<file path="src/hw/rtl/packet_header_classifier_defines.svh">
// Assertion macros for the packet header classifier
`ifndef PACKET_HEADER_CLASSIFIER_DEFINES_SVH
`define PACKET_HEADER_CLASSIFIER_DEFINES_SVH

`ifndef SYNTHESIS
`define PHC_ASSERT_IMP(label, ante, cons, msg) \
	label: assert property (@(posedge clk) disable iff (!arst_n) (ante) |-> (cons)) \
		else $error(msg);
`define PHC_ASSERT_NXT(label, ante, cons, msg) \
	label: assert property (@(posedge clk) disable iff (!arst_n) (ante) |=> (cons)) \
		else $error(msg);
`else
`define PHC_ASSERT_IMP(label, ante, cons, msg)
`define PHC_ASSERT_NXT(label, ante, cons, msg)
`endif

`endif

</file>
<file path="src/hw/rtl/phc_pkg.sv">
`default_nettype none

package phc_pkg;

	localparam int MAX_FRAME_BYTES = 65536;
	localparam int POS_W = 17;
	localparam int ADDR_W = 4;
	localparam int DATA_W = 32;
	localparam int REG_W = 16;

	localparam logic [1:0] REG_UDP_DEST_PORT = 2'd0;
	localparam logic [1:0] REG_UDP_SRC_LOW = 2'd1;
	localparam logic [1:0] REG_UDP_SRC_HIGH = 2'd2;
	localparam logic [1:0] REG_USER_OFFSET = 2'd3;

	localparam logic [1:0] CLASS_DROP = 2'd0;
	localparam logic [1:0] CLASS_GET = 2'd1;
	localparam logic [1:0] CLASS_USER = 2'd2;

	localparam logic [15:0] ETH_TYPE_VLAN = 16'h8100;
	localparam logic [15:0] ETH_TYPE_IPV4 = 16'h0800;
	localparam logic [7:0] IP_PROTO_TCP = 8'd6;
	localparam logic [7:0] IP_PROTO_UDP = 8'd17;

	localparam logic [POS_W-1:0] ETH_TYPE_POS = POS_W'(12);

	typedef struct packed {
		logic [REG_W-1:0] udp_dest_port;
		logic [REG_W-1:0] udp_src_port_low;
		logic [REG_W-1:0] udp_src_port_high;
		logic [REG_W-1:0] user_number_offset;
	} cfg_t;

	localparam cfg_t CFG_RESET = '{
		udp_dest_port: 16'd8000,
		udp_src_port_low: 16'd4000,
		udp_src_port_high: 16'd4100,
		user_number_offset: 16'd49
	};

	typedef struct packed {
		logic [1:0] frame_class;
		logic [31:0] source_address;
		logic [31:0] dest_address;
		logic [31:0] user_number;
		logic [POS_W-1:0] payload_start;
		logic [POS_W-1:0] frame_length;
	} result_t;

	function automatic logic [7:0] get_char(input logic [1:0] idx);
		logic [7:0] c;
		case (idx)
			2'd0: c = 8'h47;
			2'd1: c = 8'h45;
			2'd2: c = 8'h54;
			default: c = 8'h20;
		endcase
		return c;
	endfunction

endpackage

`default_nettype wire

</file>
<file path="src/hw/rtl/phc_parser.sv">
`default_nettype none

module phc_parser (
	input  wire logic                       clk,
	input  wire logic                       arst_n,
	input  wire logic                       advance,
	input  wire logic [7:0]                 data_byte,
	input  wire logic                       last_byte,
	input  wire phc_pkg::cfg_t              cfg,
	output phc_pkg::result_t                result
);
	import phc_pkg::*;

	typedef enum logic [3:0] {
		PH_ETH,
		PH_IP,
		PH_TCP,
		PH_GET,
		PH_UDP,
		PH_HTTP,
		PH_UDPOK,
		PH_NOIP,
		PH_DROPIP
	} phase_t;

	localparam logic [POS_W-1:0] MAX_POS = POS_W'(MAX_FRAME_BYTES);

	phase_t           phase_q, phase_n;
	logic [POS_W-1:0] pos_q, pos_n;
	logic [POS_W-1:0] nh_q, nh_n;
	logic [15:0]      type_q, type_n;
	logic [7:0]       proto_q, proto_n;
	logic [31:0]      src_addr_q, src_addr_n;
	logic [31:0]      dst_addr_q, dst_addr_n;
	logic [15:0]      src_port_q, src_port_n;
	logic [15:0]      dst_port_q, dst_port_n;
	logic [31:0]      acc_q, acc_n;
	logic [2:0]       gmc_q, gmc_n;
	logic [POS_W-1:0] rel;
	logic [POS_W-1:0] off_ext;
	logic [POS_W-1:0] off_end;
	logic [15:0]      type_full;
	logic [3:0]       doff;
	logic             addr_ok;

	assign off_ext = {1'b0, cfg.user_number_offset};
	assign off_end = off_ext + POS_W'(4);
	assign rel = pos_q - nh_q;
	assign type_full = type_q | {8'h00, data_byte};
	assign doff = data_byte[7:4];

	always_comb begin
		phase_n = phase_q;
		pos_n = pos_q;
		nh_n = nh_q;
		type_n = type_q;
		proto_n = proto_q;
		src_addr_n = src_addr_q;
		dst_addr_n = dst_addr_q;
		src_port_n = src_port_q;
		dst_port_n = dst_port_q;
		acc_n = acc_q;
		gmc_n = gmc_q;
		if (pos_q < MAX_POS) begin
			pos_n = pos_q + POS_W'(1);
			if (pos_q >= off_ext && (pos_q - off_ext) < POS_W'(4)) begin
				acc_n = {acc_q[23:0], data_byte};
			end
			if (pos_q >= nh_q) begin
				unique case (phase_q)
					PH_ETH: begin
						if (rel == POS_W'(0)) begin
							type_n = {data_byte, 8'h00};
						end else if (rel == POS_W'(1)) begin
							type_n = type_full;
							if (type_full == ETH_TYPE_VLAN) begin
								nh_n = nh_q + POS_W'(4);
							end else if (type_full == ETH_TYPE_IPV4) begin
								nh_n = nh_q + POS_W'(2);
								phase_n = PH_IP;
							end else begin
								phase_n = PH_NOIP;
							end
						end
					end
					PH_IP: begin
						if (rel == POS_W'(9)) begin
							proto_n = data_byte;
						end else if (rel >= POS_W'(12) && rel <= POS_W'(15)) begin
							src_addr_n = {src_addr_q[23:0], data_byte};
						end else if (rel >= POS_W'(16) && rel <= POS_W'(19)) begin
							dst_addr_n = {dst_addr_q[23:0], data_byte};
						end
						if (rel == POS_W'(19)) begin
							nh_n = nh_q + POS_W'(20);
							if (proto_q == IP_PROTO_TCP) begin
								phase_n = PH_TCP;
							end else if (proto_q == IP_PROTO_UDP) begin
								phase_n = PH_UDP;
							end else begin
								phase_n = PH_DROPIP;
							end
						end
					end
					PH_TCP: begin
						if (rel == POS_W'(12)) begin
							if (doff < 4'd4) begin
								phase_n = PH_DROPIP;
							end else begin
								nh_n = nh_q + POS_W'({doff, 2'b00});
								gmc_n = 3'd0;
								phase_n = PH_GET;
							end
						end
					end
					PH_GET: begin
						if (data_byte == get_char(gmc_q[1:0])) begin
							gmc_n = gmc_q + 3'd1;
							if (gmc_n[2]) begin
								phase_n = PH_HTTP;
							end
						end else begin
							phase_n = PH_DROPIP;
						end
					end
					PH_UDP: begin
						if (rel <= POS_W'(1)) begin
							src_port_n = {src_port_q[7:0], data_byte};
						end else if (rel <= POS_W'(3)) begin
							dst_port_n = {dst_port_q[7:0], data_byte};
						end
						if (rel == POS_W'(3)) begin
							if (dst_port_n == cfg.udp_dest_port
								&& src_port_n >= cfg.udp_src_port_low
								&& src_port_n <= cfg.udp_src_port_high) begin
								phase_n = PH_UDPOK;
							end else begin
								phase_n = PH_DROPIP;
							end
						end
					end
					default: begin
					end
				endcase
			end
		end
	end

	always_comb begin
		addr_ok = phase_n == PH_TCP || phase_n == PH_GET || phase_n == PH_UDP
			|| phase_n == PH_HTTP || phase_n == PH_UDPOK || phase_n == PH_DROPIP;
		result.frame_class = CLASS_DROP;
		result.user_number = 32'd0;
		result.payload_start = '0;
		if (phase_n == PH_HTTP) begin
			result.frame_class = CLASS_GET;
			result.payload_start = nh_n;
		end else if (phase_n == PH_UDPOK && pos_n >= off_end) begin
			result.frame_class = CLASS_USER;
			result.user_number = acc_n;
		end
		result.source_address = addr_ok ? src_addr_q : 32'd0;
		result.dest_address = addr_ok ? dst_addr_n : 32'd0;
		result.frame_length = pos_n;
	end

	always_ff @(posedge clk or negedge arst_n) begin
		if (!arst_n) begin
			phase_q <= PH_ETH;
			pos_q <= '0;
			nh_q <= ETH_TYPE_POS;
			type_q <= '0;
			proto_q <= '0;
			src_addr_q <= '0;
			dst_addr_q <= '0;
			src_port_q <= '0;
			dst_port_q <= '0;
			acc_q <= '0;
			gmc_q <= '0;
		end else if (advance) begin
			if (last_byte) begin
				phase_q <= PH_ETH;
				pos_q <= '0;
				nh_q <= ETH_TYPE_POS;
				type_q <= '0;
				proto_q <= '0;
				src_addr_q <= '0;
				dst_addr_q <= '0;
				src_port_q <= '0;
				dst_port_q <= '0;
				acc_q <= '0;
				gmc_q <= '0;
			end else begin
				phase_q <= phase_n;
				pos_q <= pos_n;
				nh_q <= nh_n;
				type_q <= type_n;
				proto_q <= proto_n;
				src_addr_q <= src_addr_n;
				dst_addr_q <= dst_addr_n;
				src_port_q <= src_port_n;
				dst_port_q <= dst_port_n;
				acc_q <= acc_n;
				gmc_q <= gmc_n;
			end
		end
	end

endmodule

`default_nettype wire

</file>
<file path="src/hw/rtl/packet_header_classifier.sv">
// The last byte's result is taken from the parser into the result register.
// One byte per cycle unless stalled; frames follow back to back with no gap.
// A last byte waits in the input register only while a full result is not taken.
// Reset: clears the parse state, the valid flags and the registers to their defaults.
`default_nettype none
`include "packet_header_classifier_defines.svh"

module packet_header_classifier (
	input  wire logic                         clk,
	input  wire logic                         arst_n,
	input  wire logic                         data_valid,
	output logic                              data_ready,
	input  wire logic [7:0]                   data_byte,
	input  wire logic                         last_byte,
	output logic                              result_valid,
	input  wire logic                         result_ready,
	output logic [1:0]                        frame_class,
	output logic [31:0]                       source_address,
	output logic [31:0]                       dest_address,
	output logic [31:0]                       user_number,
	output logic [phc_pkg::POS_W-1:0]         payload_start,
	output logic [phc_pkg::POS_W-1:0]         frame_length,
	input  wire logic                         psel,
	input  wire logic                         penable,
	input  wire logic                         pwrite,
	input  wire logic [phc_pkg::ADDR_W-1:0]   paddr,
	input  wire logic [phc_pkg::DATA_W-1:0]   pwdata,
	output logic [phc_pkg::DATA_W-1:0]        prdata,
	output logic                              pready
);
	import phc_pkg::*;

	cfg_t        cfg_q;
	logic        valid_s1;
	logic [7:0]  byte_s1;
	logic        last_s1;
	logic        stall_s1;
	logic        advance;
	result_t     parse_result;
	result_t     result_s2;
	logic        valid_s2;
	logic [1:0]  reg_index;
	logic        cfg_write;

	assign pready = 1'b1;
	assign reg_index = paddr[ADDR_W-1:2];
	assign cfg_write = psel && penable && pwrite && pready;

	always_ff @(posedge clk or negedge arst_n) begin
		if (!arst_n) begin
			cfg_q <= CFG_RESET;
		end else if (cfg_write) begin
			unique case (reg_index)
				REG_UDP_DEST_PORT: cfg_q.udp_dest_port <= pwdata[REG_W-1:0];
				REG_UDP_SRC_LOW: cfg_q.udp_src_port_low <= pwdata[REG_W-1:0];
				REG_UDP_SRC_HIGH: cfg_q.udp_src_port_high <= pwdata[REG_W-1:0];
				REG_USER_OFFSET: cfg_q.user_number_offset <= pwdata[REG_W-1:0];
			endcase
		end
	end

	always_comb begin
		unique case (reg_index)
			REG_UDP_DEST_PORT: prdata = DATA_W'(cfg_q.udp_dest_port);
			REG_UDP_SRC_LOW: prdata = DATA_W'(cfg_q.udp_src_port_low);
			REG_UDP_SRC_HIGH: prdata = DATA_W'(cfg_q.udp_src_port_high);
			REG_USER_OFFSET: prdata = DATA_W'(cfg_q.user_number_offset);
		endcase
	end

	// hold a last byte until the result register can take its transaction
	assign stall_s1 = valid_s1 && last_s1 && valid_s2 && !result_ready;
	assign advance = valid_s1 && !stall_s1;
	assign data_ready = !stall_s1;

	always_ff @(posedge clk or negedge arst_n) begin
		if (!arst_n) begin
			valid_s1 <= 1'b0;
		end else if (data_ready) begin
			valid_s1 <= data_valid;
		end
	end

	always_ff @(posedge clk) begin
		if (data_ready) begin
			byte_s1 <= data_byte;
			last_s1 <= last_byte;
		end
	end

	phc_parser u_parser (
		.clk       (clk),
		.arst_n    (arst_n),
		.advance   (advance),
		.data_byte (byte_s1),
		.last_byte (last_s1),
		.cfg       (cfg_q),
		.result    (parse_result)
	);

	always_ff @(posedge clk or negedge arst_n) begin
		if (!arst_n) begin
			valid_s2 <= 1'b0;
		end else if (advance && last_s1) begin
			valid_s2 <= 1'b1;
		end else if (result_ready) begin
			valid_s2 <= 1'b0;
		end
	end

	always_ff @(posedge clk) begin
		if (advance && last_s1) begin
			result_s2 <= parse_result;
		end
	end

	assign result_valid = valid_s2;
	assign frame_class = result_s2.frame_class;
	assign source_address = result_s2.source_address;
	assign dest_address = result_s2.dest_address;
	assign user_number = result_s2.user_number;
	assign payload_start = result_s2.payload_start;
	assign frame_length = result_s2.frame_length;

	`PHC_ASSERT_IMP(a_stall_blocks_input, valid_s1 && last_s1 && valid_s2 && !result_ready,
		!data_ready, "last byte accepted over a full result register")
	`PHC_ASSERT_NXT(a_last_gives_result, advance && last_s1, result_valid,
		"last byte did not produce a result")
	`PHC_ASSERT_IMP(a_get_payload_inside, result_valid && frame_class == CLASS_GET,
		payload_start < frame_length, "payload start beyond frame end")
	`PHC_ASSERT_IMP(a_number_only_user, result_valid && frame_class != CLASS_USER,
		user_number == 32'd0, "user number set outside the user class")

endmodule

`default_nettype wire

</file>
<file path="config.mk">
export PLATFORM = sky130hd
export DESIGN_NAME = packet_header_classifier
export DESIGN_NICKNAME = d
export VERILOG_FILES = /design/src/hw/rtl/phc_pkg.sv /design/src/hw/rtl/phc_parser.sv /design/src/hw/rtl/packet_header_classifier.sv
export VERILOG_INCLUDE_DIRS = /design/src /design/src/hw/rtl
export SDC_FILE = /design/constraint.sdc
export NUM_CORES = 1
export LEC_CHECK = 0
export ABC_AREA = 0
export ABC_CLOCK_PERIOD_IN_PS = 9200
export BUFFER_PORTS_ARGS = -buffer_cell sky130_fd_sc_hd__buf_2
export CAP_MARGIN = 20
export CORE_AREA = 10 10 235 237
export CTS_BUF_LIST = sky130_fd_sc_hd__clkbuf_8
export DETAILED_ROUTE_END_ITERATION = 10
export DIE_AREA = 0 0 245 247
export PLACE_DENSITY = 0.64
export SYNTH_ARGS = -nofsm -noshare
export SYNTH_HDL_FRONTEND = slang
export SYNTH_SLANG_ARGS = --single-unit
</file>
<file path="constraint.sdc">
create_clock -name clk -period 9.2 [get_ports clk]
set_clock_uncertainty 0.15 [all_clocks]
set_input_delay 0 -clock clk [delete_from_list [all_inputs] [get_ports clk]]
set_output_delay 0 -clock clk [all_outputs]
set_load 0.005 [all_outputs]
</file>
# Word-level counts from Yosys, hierarchy flattened
# Cells that the tools add are included.
# totals
in_bits,52
out_inout_bits,167
wordCells,213
reg_bits,400
# op_classes
bitwise_logic,2
eq_ne,30
n_addsub,9
magnitude_cmp,14
reduce_logical,44
mux,89
# ops
operator,count
32-bit 2-to-1 mux,16
16-bit 2-to-1 mux,23
17-bit 2-to-1 mux,12
32-bit case mux with 4 select lines,1
8-bit 2-to-1 mux,8
4-bit 2-to-1 mux,15
17-bit case mux with 3 select lines,1
"17-bit by 4-bit == test with 1-bit output, second input constant",2
17-bit greater-or-equal comparator,2
3-bit 2-to-1 mux,7
7-bit case mux with 3 select lines,1
4-bit case mux with 5 select lines,1
"16-bit by 3-bit adder with 17-bit output, second input constant",1
"17-bit by 1-bit adder with 17-bit output, second input constant",1
"17-bit by 2-bit adder with 17-bit output, second input constant",1
"17-bit by 3-bit adder with 17-bit output, second input constant",1
"17-bit by 5-bit adder with 17-bit output, second input constant",1
17-bit by 6-bit adder with 17-bit output,1
"17-bit by 1-bit == test with 1-bit output, second input constant",1
"17-bit by 2-bit == test with 1-bit output, second input constant",1
"17-bit by 5-bit == test with 1-bit output, second input constant",1
17-bit by 16-bit greater-or-equal comparator with 1-bit output,1
"17-bit by 4-bit greater-or-equal comparator with 1-bit output, second input constant",1
"17-bit by 5-bit greater-or-equal comparator with 1-bit output, second input constant",1
46 further kinds,87

# Longest topological paths before layout
# Gate-level depths: netlist of the first run.
# logic_depth
depth_word,21
mapped_depth,31
ltp_nobuf,24

# Cells and area by module
# From an unflattened synthesis of the first run, not the netlist that was laid out.
# hier_totals
hier_cells,2288
hier_area_um2,23475.0
# modules_own_cells
module,seq_area_each_um2,area_per_inst_um2,cells_per_inst,instances
phc_parser,4807.1,16165.5,1961,1
packet_header_classifier,5906.9,7309.5,327,1

# Worst setup path after synthesis of the first run
# No wires, ideal clock.
# synth_timing
kind,reg2reg
from,reg u_parser.nh_q[6]
to,"reg result_s2, in the netlist dest_address[10], data pin"
synth_period_minus_slack_ps,6914
setup_ps,263
stages_incl_launch_ff,31
path_buffers,6
required_ps,8787
arrival_ps,6500
setup_slack_ps,2286
path_cell_list,dfrtp_1 > clkbuf_1 > inv_1 > ha_1 > buf_2 > o21ai_1 > a221oi_1 > a21boi_1 > o21ai_0 > xor2_1 > or4_4 > buf_6 > buf_2 > nor2_1 > nand4_1 > clkbuf_1 > mux2_2 > ha_1 > nand3_1 > nor2_1 > o41ai_1 > a21oi_1 > a311oi_1 > o2111ai_1 > nor4_4 > o22ai_1 > o211a_1 > or3_1 > nand3_1 > buf_2 > a21oi_2
# synth_between
elab_chain_len,21
elab_cells_between_ends,56
cone_classes,1 x add/sub; 9 x order compare; 12 x eq/ne; 24 x mux; 10 x reduce/logical
# synth_rtl
element,line_no,rtl
"start, declared",phc_parser.sv:30,"logic [POS_W-1:0] nh_q, nh_n;"
"start signal, assigned",phc_parser.sv:196,nh_q <= nh_n;
branches (longest 21 deep; another with 17-bit subtractor),-,
"end signal, assigned",packet_header_classifier.sv:113,result_s2 <= parse_result;
"end, declared",packet_header_classifier.sv:40,result_t result_s2;
# Several ways; the timed one is not identified. The select of a mux whose other input is x is not followed.
# A chain may end at the register's enable or synchronous reset.

# Worst setup path in the final report of the first run
# layout_timing
from,reg u_parser.nh_q[5]
to,"reg result_s2, in the netlist source_address[1], data pin"
# layout_between
elab_chain_len,21
elab_cells_between_ends,43
cone_classes,1 x add/sub; 5 x order compare; 11 x eq/ne; 18 x mux; 8 x reduce/logical
# layout_rtl
element,line_no,rtl
branches (longest 13 deep; another with 17-bit subtractor),-,
4-bit 2-to-1 mux *,phc_parser.sv:69,if (pos_q >= nh_q) begin
4-bit 2-to-1 mux *,phc_parser.sv:64,if (pos_q < MAX_POS) begin
4-bit by 2-bit == test with 1-bit output,phc_parser.sv:150,addr_ok = phase_n == PH_TCP || phase_n == PH_GET || phase_n == PH_UDP
1-bit logical OR (2 in series),phc_parser.sv:150,
1-bit logical OR (2 in series),phc_parser.sv:151,|| phase_n == PH_HTTP || phase_n == PH_UDPOK || phase_n == PH_DROPIP;
1-bit logical OR *,phc_parser.sv:151,
# Every way passes the cells marked *. The select of a mux whose other input is x is not followed.

==> results of run 1 <==
-- kinds of logic after synthesis --
logic type / count (synthesis)
AOI/OAI and AO/OA: 533
xor gates and xnor gates: 87
adders and majority gates: 95
buffers and inverters: 282
DFF: 398
muxes: 162
other: 2
and+or+nand+nor: 574
-- area by class of cell --
class	instances	area, um2
clock buffer	82	1130
tap	680	851
timing repair buffer	295	2010
multi-input combinational	1470	10600
fill	4576	24400
clock inverter	55	447
inverter	142	538
sequential	398	10700
-- registers in the layout (all words and copies together) (netlist names), 16 cells and up --
signal,count
payload_start,16
source_address,32
cfg_q,64
u_parser.dst_addr_q,32
u_parser.src_addr_q,32
u_parser.src_port_q,16
user_number,32
u_parser.acc_q,32
dest_address,32
u_parser.dst_port_q,16
u_parser.pos_q,17
u_parser.nh_q,16
u_parser.type_q,16
frame_length,17
-- through the flow --
step | util | hold WS [ps] | instance area [um2] | setup WS, ps | cells
3_5_place_dp | 0.471 | -59.8 | 23900 | 1140 | 2905
6_report | 0.518 | 47.8 | 26300 | 1040 | 3122
5_1_grt | 0.518 | 51.6 | 26300 | 422 | 3122
2_1_floorplan | - | -446 | 22500 | 2290 | 2150
4_1_cts | 0.518 | 0.301 | 26200 | 1120 | 3119
3_3_place_gp | 0.471 | -73.0 | 23900 | 1230 | 2904
-- layer usage --
metal	GRT usage	share of wire	vias up
li1	-	-	8319
met4	0.0877	0.032	0
met1	0.274	0.43	8859
met2	0.339	0.47	623
met3	0.0409	0.062	124
met5	0	0	-
-- worst max-delay path, delay by kind of cell (launching register included) --
kind / cells / cell delay (ps)
and+or+nand+nor: 8 / 1900
xor gates and xnor gates: 1 / 130
DFF: 1 / 450
muxes: 1 / 330
AOI/OAI and AO/OA: 11 / 2760
adders and majority gates: 2 / 860
buffers and inverters: 3 / 1190
-- power breakdown --
group	leakage (nW)	switching (W)	internal [W]	total, W
logic	5.65	0.000802	0.000492	0.00129
clock network	0.893	0.000802	0.00101	0.00181
registers	4.75	0.000183	0.00203	0.00221
total	11.3	0.00179	0.00353	0.00531
-- final timing paths --
check	endpoint	slack [ps]	depth (start not counted)
min in group asynchronous	cfg_q[43]$_DFFE_PN1P_	350	3
min	cfg_q[34]$_DFFE_PN0P_	50	3
min reg2reg	u_parser.src_port_q[8]$_DFFE_PN0P_	340	1
max	source_address[1]$_SDFFCE_PN0P_	1040	26
max reg2reg	source_address[1]$_SDFFCE_PN0P_	1040	26
max in group asynchronous	u_parser.dst_addr_q[23]$_DFFE_PN0P_	7540	4
-- cells in the final DEF (no fill, tap or decap), types with 82 or more instances in the layout --
master,count
edfxtp_1,140
clkbuf_8,82
nor2_1,122
dfrtp_1,239
nand3_1,92
o21ai_0,132
inv_1,158
buf_2,181
ha_1,93
nand2_1,157
==> metrics.cfg, run 1 <==
[synth]
synth.top_cells.by_count=239 x dfrtp_1, 158 x nand2_1, 140 x edfxtp_1
synth.yosys.seq_area_share=0.476
yosys.area_share.simple=0.126
ys.warnings.count=0
synth-edff-count=140
synthesis.area_um2=22500
yosysMostFrequentCell=dfrtp_1
ys_types=93
yosys.area_share.adder=0.0536
synth-async-reset-ratio=0.648
synthFlopType=dfrtp_1
synth_largest_area_cell=dfrtp_1
post_synth.cell_area_avg_um2=10.5
synthMuxAreaShare=0.0855
synth_top_family_by_area=compound AO/OA/AOI/OAI gates
synth.top_cells.by_area=dfrtp_1 27%, edfxtp_1 19%, ha_1 5.2%
yosys_register_bits=398
synth-compound-area-share=0.168
top_area_cell_type_share_of_the_netlist_area=0.266
xor_xnor_share_of_the_synthesized_area=0.0339
post_synth_inst_count=2133

[detailed_routing]
wirelength_um=64900
drc=0
initialDrtViolationCount=1479
routed_wirelength_normalized_by_instance_count_um=20.8
via_count=17900
drt-vias-per-instance=5.74
ant_nets=0
drt_first_pass_iters=5

[sta]
timing_max_transition_violations_final=0
slew_headroom=0.295
grt_setup_unrepaired=no
finalHoldViolCount=0
setup-violations-final=0
clock.fmax_mhz=123
timing_worst_slew_pin_value_ps=1060
finalWorstPathRequiredPeriod_ps=8160
post-route-period-util=0.886
fin_tns_setup_ps=0

[clock_network]
tritoncts=yes
cts.hold.buffers_added=77
tritoncts_num_sinks=398
clk_pin_slew_worst_setup_hold_paths_ps=70
cts_buffers=74
clk_root_buffer_cell=clkbuf_8
htree_levels=3
cts.path.max_buffers=3
source_to_sink_clock_delay_at_the_later_pin_of_the_worst_skew_pair_ps=670
cts.repair.resized=0
cts_setup_buffers=0

[critical_path]
crit_path_top_delay_cell=buf_4
crit_path_start_kind=flop
worstReg2RegStart=u_parser.nh_q[5]$_DFFE_PN0P_
criticalPathCategory=flop to flop
timing.critical_path.required_ps=9410
cp-end-kind=flop
path_max_fanout=64
timing.critical_path.slowest_cell_delay_ps=740
arrival_ps=8360
worstSetupStartpoint=u_parser.nh_q[5]$_DFFE_PN0P_

[global_routing]
grt_first_pass_wirelength_um=101000
grt.total_usage=0.210
grt-ovfl-total=0
grt_antenna_before_repair=0
grt_pass1_vias=17900
grt_max_degree=95

[floorplan]
die_h_um=247
coreArea_um2=50700
die_w_um=245
initial_core_util=0.443
core.rowCount=83
die_area_um2=60500
ios=219

[power]
power_density_nw_per_um2=202
max-vdd-ir-drop_mv=0.156
p_leak_nw=11.3
fin_total_pwr_w=0.00531

[layout]
nNetsFinal=2528
layout-area-overhead-vs-synth_pct=17.0
drive_gt1_frac=0.221
diodes=0

[flow_run]
max-cap-violations=0

[hold_path]
worstHoldPathType=primary input to flop
hold_start=pwdata[2]

[placement]
finalWeightedCongestion=0.910
place.detailed.hpwl_um=44900
port_buffers=182

[outcome]
run_status=finished clean

Note: power is estimated with default switching activity, not from simulation.
==> run 2, diff against run 1 <==
--- a/config.mk
+++ b/config.mk
@@ -15,6 +15,7 @@
 export DETAILED_ROUTE_END_ITERATION = 10
 export DIE_AREA = 0 0 245 247
 export PLACE_DENSITY = 0.64
+export REMOVE_ABC_BUFFERS = 1
 export SYNTH_ARGS = -nofsm -noshare
 export SYNTH_HDL_FRONTEND = slang
 export SYNTH_SLANG_ARGS = --single-unit
==> run 2 against run 1 <==
First-iteration DRC count grew 9.1%. Clock power fell by 11%. Routed wire length decreased by 0.50%. Fmax grew 0.83%. Sequential share of layout area increased by 0.53 points. Clock-buffer cell count decreased by 7. Global-route usage about the same. Final cell count is 0.64% lower. Utilization fell by 0.67 points. Largest cell class unchanged.
==> metrics.cfg, run 2 (synthesis gave the netlist of run 1 again) <==
[layout]
most_frequent_cells_in_the_layout=239 x dfrtp_1, 181 x buf_2, 163 x inv_1
multiInputGateArea_um2=10600
layout-area-overhead-vs-synth_pct=15.5
largest_register_ff_count=64
ff_latch_area_um2=10700
final_cell_count_no_fill=3102
nNetsFinal=2512
postLayoutCoreUtil=0.512
num-fill-cells=4664
diodes=0
biggest_register=cfg_q
fin_area_um2=25900
final_common_cell=dfrtp_1
drive_gt1_frac=0.213

[clock_network]
cts.path.max_buffers=3
clk_root_buffer_cell=clkbuf_8
clk_pin_slew_worst_setup_hold_paths_ps=70
cts.hold.buffers_added=68
tritoncts_num_sinks=398
cts.repair.resized=0
source_to_sink_clock_delay_at_the_later_pin_of_the_worst_skew_pair_ps=660
cts_buffers=70
cts_setup_buffers=0
tritoncts=yes
htree_levels=3

[critical_path]
arrival_ps=8420
path_max_fanout=32
cp-end-kind=flop
r2r_end=dest_address[19]$_SDFFCE_PN0P_
endpoint=dest_address[19]$_SDFFCE_PN0P_
reg2reg_setup_slack_ps=1110
timing.critical_path.required_ps=9530
worstReg2RegStart=u_parser.nh_q[5]$_DFFE_PN0P_
criticalPathCategory=flop to flop
worstSetupStartpoint=u_parser.nh_q[5]$_DFFE_PN0P_
r2r_cells=26
crit_path_start_kind=flop

[placement]
placed_cells=2904
port_buffers=182
placement.cell_area_um2=23900
place.detailed.hpwl_um=44600
finalWeightedCongestion=0.905

[detailed_routing]
drt_first_pass_iters=6
drc=0
via_count=17700
initialDrtViolationCount=1614
drt-vias-per-instance=5.70
ant_nets=0
routed_wirelength_normalized_by_instance_count_um=20.8
wirelength_um=64600

[sta]
slew_headroom=0.247
post-route-period-util=0.879
clock.fmax_mhz=124
finalHoldViolCount=0
finalWorstPathRequiredPeriod_ps=8090
grt_setup_unrepaired=no
hold_ws_ps=37.4
timing_max_transition_violations_final=0
timing_worst_slew_pin_value_ps=1120
setup-violations-final=0
fin_tns_setup_ps=0

[floorplan]
initial_core_util=0.443
coreArea_um2=50700
ios=219
die_area_um2=60500
die_h_um=247
core.rowCount=83
die_w_um=245

[hold_path]
worstHoldPathType=primary input to flop
timing.hold.worst_path_depth=4

[power]
p_leak_nw=11.1
power_density_nw_per_um2=197
max-vdd-ir-drop_mv=0.134

[flow_run]
max-cap-violations=0

[global_routing]
grt.total_usage=0.211
grt_max_degree=123
grt_first_pass_wirelength_um=102000
grt_antenna_before_repair=1
grt-ovfl-total=0
grt_pass1_vias=17800

[outcome]
run_status=finished clean

## run 2: cell types whose count changed in the layout (fill, tap and decap cells not counted), sizes merged
cell / delta
buf: -3
clkinvlp: +1
dlygate4sd3: -9
inv: +3
clkinv: -2
bufinv: -3
clkbuf: -7
## run 2: through the flow
stage               setup slack, ps  power (W)
floorplan                       510    0.00303
finish                         1110    0.00511
CTS                            1180    0.00515
global placement               1310    0.00346
detailed placement             1250    0.00349
global route                    562    0.00538
## run 2: worst max-delay path, cell delays in order, from the launching register on
cell,delay [ps]
dfrtp_1,440
inv_1,200
ha_1,600
o21ai_1,100
a221oi_1,400
a21boi_1,200
o21ai_0,250
xor2_1,140
or4_4,670
nor2_1,260
nand4_1,130
buf_4,240
mux2_2,330
ha_1,300
a21oi_1,150
nor2b_1,70
o41ai_1,290
a21oi_1,130
a311oi_1,460
o2111ai_1,280
a31oi_1,260
o22ai_1,190
a221oi_1,620
nand3_1,180
a21o_4,400
buf_12,260
a21oi_2,170
## run 2: routing by layer
metal  part of all wire  routed length, um  vias to the layer above  global-route usage
met2               0.48              30900                      577               0.346
met3              0.063               4060                      118              0.0380
met4              0.025               1640                        2              0.0718
met1               0.43              28000                     8703               0.276
li1                   -                  -                     8281                   -
met5            0.00020                 13                        -                   0
## run 2: worst min-delay path by stage
stage	startpoint	to
after floorplan	arst_n	cfg_q[10]$_DFFE_PN0P_
after global placement	arst_n	cfg_q[8]$_DFFE_PN0P_
after detailed placement	data_byte[7]	byte_s1[7]$_DFFE_PN_
after CTS	pwdata[9]	cfg_q[25]$_DFFE_PN0P_
after global routing	pwdata[9]	cfg_q[25]$_DFFE_PN0P_
final	pwdata[15]	cfg_q[31]$_DFFE_PN0P_
## run 2: layout make-up
class / instances / area share
inverters: 142 / 0.0207
clock inverters: 54 / 0.0127
repair buffers: 283 / 0.0725
flip-flops and latches: 398 / 0.412
well taps: 680 / 0.0328
multi-input cells: 1470 / 0.409
clock buffers: 75 / 0.0398
## run 2: power breakdown
part	switching, W	internal [W]	total (W)
clock	0.000767	0.000845	0.00161
sequential	0.000169	0.00203	0.00220
combinational	0.000809	0.000487	0.00130
total	0.00174	0.00336	0.00511
==> run 3, diff against run 2 <==
--- a/config.mk
+++ b/config.mk
@@ -6,15 +6,15 @@
 export SDC_FILE = /design/constraint.sdc
 export NUM_CORES = 1
 export LEC_CHECK = 0
-export ABC_AREA = 0
+export ABC_AREA = 1
 export ABC_CLOCK_PERIOD_IN_PS = 9200
-export BUFFER_PORTS_ARGS = -buffer_cell sky130_fd_sc_hd__buf_2
 export CAP_MARGIN = 20
-export CORE_AREA = 10 10 235 237
+export CORE_AREA = 10 10 238 240
 export CTS_BUF_LIST = sky130_fd_sc_hd__clkbuf_8
 export DETAILED_ROUTE_END_ITERATION = 10
-export DIE_AREA = 0 0 245 247
-export PLACE_DENSITY = 0.64
+export DIE_AREA = 0 0 248 250
+export DONT_BUFFER_PORTS = 1
+export PLACE_DENSITY = 0.6
 export REMOVE_ABC_BUFFERS = 1
 export SYNTH_ARGS = -nofsm -noshare
 export SYNTH_HDL_FRONTEND = slang
==> run 3 against run 2 <==
Sequential power fell by 5%. Routed wire length rose by 0.74%. Combinational power fell by 54%. Flip-flop and latch count did not move. Clock-buffer cell count rose by 5. Critical path depth rose by 8. Fmax rose by 5.7%. Critical path type unchanged. Largest cell class unchanged.
==> metrics.cfg, run 3 <==
[outcome]
run_status=finished clean

[detailed_routing]
initialDrtViolationCount=1587
drc=0
wirelength_um=65100
routed_wirelength_normalized_by_instance_count_um=17.9
ant_nets=0
via_count=19100
drt_first_pass_iters=5
drt-vias-per-instance=5.27

[sta]
clock.fmax_mhz=131
finalWorstPathRequiredPeriod_ps=7650
timing_worst_slew_pin_value_ps=1130
grt_setup_unrepaired=no
finalHoldViolCount=0
fin_tns_setup_ps=0
slew_headroom=0.249
timing_max_transition_violations_final=0
hold_ws_ps=69.6
post-route-period-util=0.832
setup-violations-final=0

[power]
p_leak_nw=11.4
power_density_nw_per_um2=170
fin_total_pwr_w=0.00435
max-vdd-ir-drop_mv=0.109

[placement]
finalWeightedCongestion=0.925
port_buffers=0
place.detailed.hpwl_um=45000
placed_cells=3430

[floorplan]
ios=219
die_area_um2=62000
die_h_um=250
core.rowCount=84
die_w_um=248
coreArea_um2=52000
initial_core_util=0.443

[layout]
layout-area-overhead-vs-synth_pct=11.1
final_cell_count_no_fill=3628
multiInputGateArea_um2=10200
biggest_register=cfg_q
most_frequent_cells_in_the_layout=675 x nand2_1, 454 x inv_1, 315 x o21ai_0
largest_register_ff_count=64
num-fill-cells=4974
postLayoutCoreUtil=0.493
ff_latch_area_um2=10700
final_common_cell=nand2_1
nNetsFinal=3025
drive_gt1_frac=0.0891

[critical_path]
worstSetupStartpoint=u_parser.nh_q[2]$_DFFE_PN1P_
worstReg2RegStart=u_parser.nh_q[2]$_DFFE_PN1P_
path_max_fanout=64
reg2reg_setup_slack_ps=1550
cp-end-kind=flop
r2r_cells=34
crit_path_start_kind=flop
crit_path_top_delay_cell=o21ai_0
crit_family=simple AND/OR/NAND/NOR gates
cell_type_with_the_highest_occurrence_count_on_the_critical_path=nand2_2
timing.critical_path.required_ps=9420
arrival_ps=7870
r2r_end=dest_address[0]$_SDFFCE_PN0P_
criticalPathCategory=flop to flop
cp_num_buf_inv=2
timing.critical_path.slowest_cell_delay_ps=720

[global_routing]
grt_pass1_vias=18700
grt_antenna_before_repair=0
grt_max_degree=259
grt.total_usage=0.208
grt-ovfl-total=0
grt_first_pass_wirelength_um=103000

[clock_network]
htree_levels=3
cts.repair.resized=0
clk_pin_slew_worst_setup_hold_paths_ps=60
cts.path.max_buffers=3
cts_setup_buffers=0
cts_buffers=73
tritoncts=yes
source_to_sink_clock_delay_at_the_later_pin_of_the_worst_skew_pair_ps=680
clk_root_buffer_cell=clkbuf_8
tritoncts_num_sinks=398

[synth]
synthFlopType=dfrtp_1
synth.top_cells.by_count=675 x nand2_1, 435 x inv_1, 315 x o21ai_0
synth-async-reset-ratio=0.648
yosys_register_bits=398
post_synth.cell_area_avg_um2=8.16
synth.top_cells.by_area=dfrtp_1 26%, edfxtp_1 18%, nand2_1 11%
ys.warnings.count=0
post_synth_inst_count=2824
synth.yosys.seq_area_share=0.463
synthesis.area_um2=23100
yosysMostFrequentCell=nand2_1
ys_types=56
synth_largest_area_cell=dfrtp_1
top_area_cell_type_share_of_the_netlist_area=0.259
synth-edff-count=140

[hold_path]
hold_start=pwdata[8]
holdPathEnd=cfg_q[24]$_DFFE_PN0P_
timing.hold.worst_path_depth=3
worstHoldPathType=primary input to flop

[flow_run]
max-cap-violations=0

## run 3: cell count changes in the layout (fill, tap and decap cells not counted), sizes merged, moves of 31 or more
cell   previous run  this run
o22ai            14        84
mux2             79         0
xnor2            55        11
inv             168       465
nand2           159       701
a22o             36         0
a22oi            35         4
a21oi           126        75
mux2i            67         0
nor2            124       237
o21ai           139       317
buf             216        22
## run 3: kinds of logic (layout without fill, tap and decap cells)
logic type / Yosys count / after routing / share of synthesized area
adder cells (fa/ha/maj): 95 / 95 / 0.0522
AND/OR/NAND/NOR: 1184 / 1184 / 0.238
AO/OA/AOI/OAI: 537 / 537 / 0.129
XOR/XNOR: 46 / 46 / 0.0178
buffers and inverters: 562 / 660 / 0.0995
other: 2 / 20 / 0.000326
flip-flops: 398 / 398 / 0.463
## run 3: where the power goes
part | internal, W | switching [W]
sequential | 0.00197 | 0.000115
clock | 0.000851 | 0.000805
combinational | 0.000198 | 0.000404
## run 3: through the flow
step / instance area (um2) / worst slack (ps)
finish: 25600 / 1550
global route: 25600 / 744
CTS: 25600 / 1490
detailed placement: 23500 / 1500
global placement: 23500 / 1630
floorplan: 22500 / 2360
## run 3: repair_timing
action	4_1_cts	5_1_grt
setup endpoints to repair	0	0
hold buffers	59	1
hold endpoints to repair	360	85
## run 3: cell type report
cell class / count / share of cell area
clock inverters: 56 / 0.0129
inverters: 443 / 0.0649
diodes: 1 / 0.0000977
multi-input cells: 1881 / 0.397
well taps: 688 / 0.0336
flip-flops and latches: 398 / 0.417
repair buffers: 81 / 0.0318
clock buffers: 80 / 0.0430
## run 3: worst max-delay path by stage
stage                                          endpoint  cells after the start
after floorplan           dest_address[0]$_SDFFCE_PN0P_                      2
after global placement    dest_address[0]$_SDFFCE_PN0P_                     34
after detailed placement  dest_address[0]$_SDFFCE_PN0P_                     34
after CTS                 dest_address[0]$_SDFFCE_PN0P_                     34
after global routing      dest_address[0]$_SDFFCE_PN0P_                     36
final                     dest_address[0]$_SDFFCE_PN0P_                     34
## run 3: worst min-delay path, delay by kind of cell
kind | cells | cell delay, ps
buffers and inverters | 2 | 700
AO/OA/AOI/OAI | 1 | 110
## run 3: metal layers
metal  up-vias  global-route usage  routed length, um
li1       9376                   -                  -
met1      9102               0.271              29200
met2       516               0.335              30600
met3       114              0.0408               3460
met4         0              0.0765               1770
met5         -                   0                  0
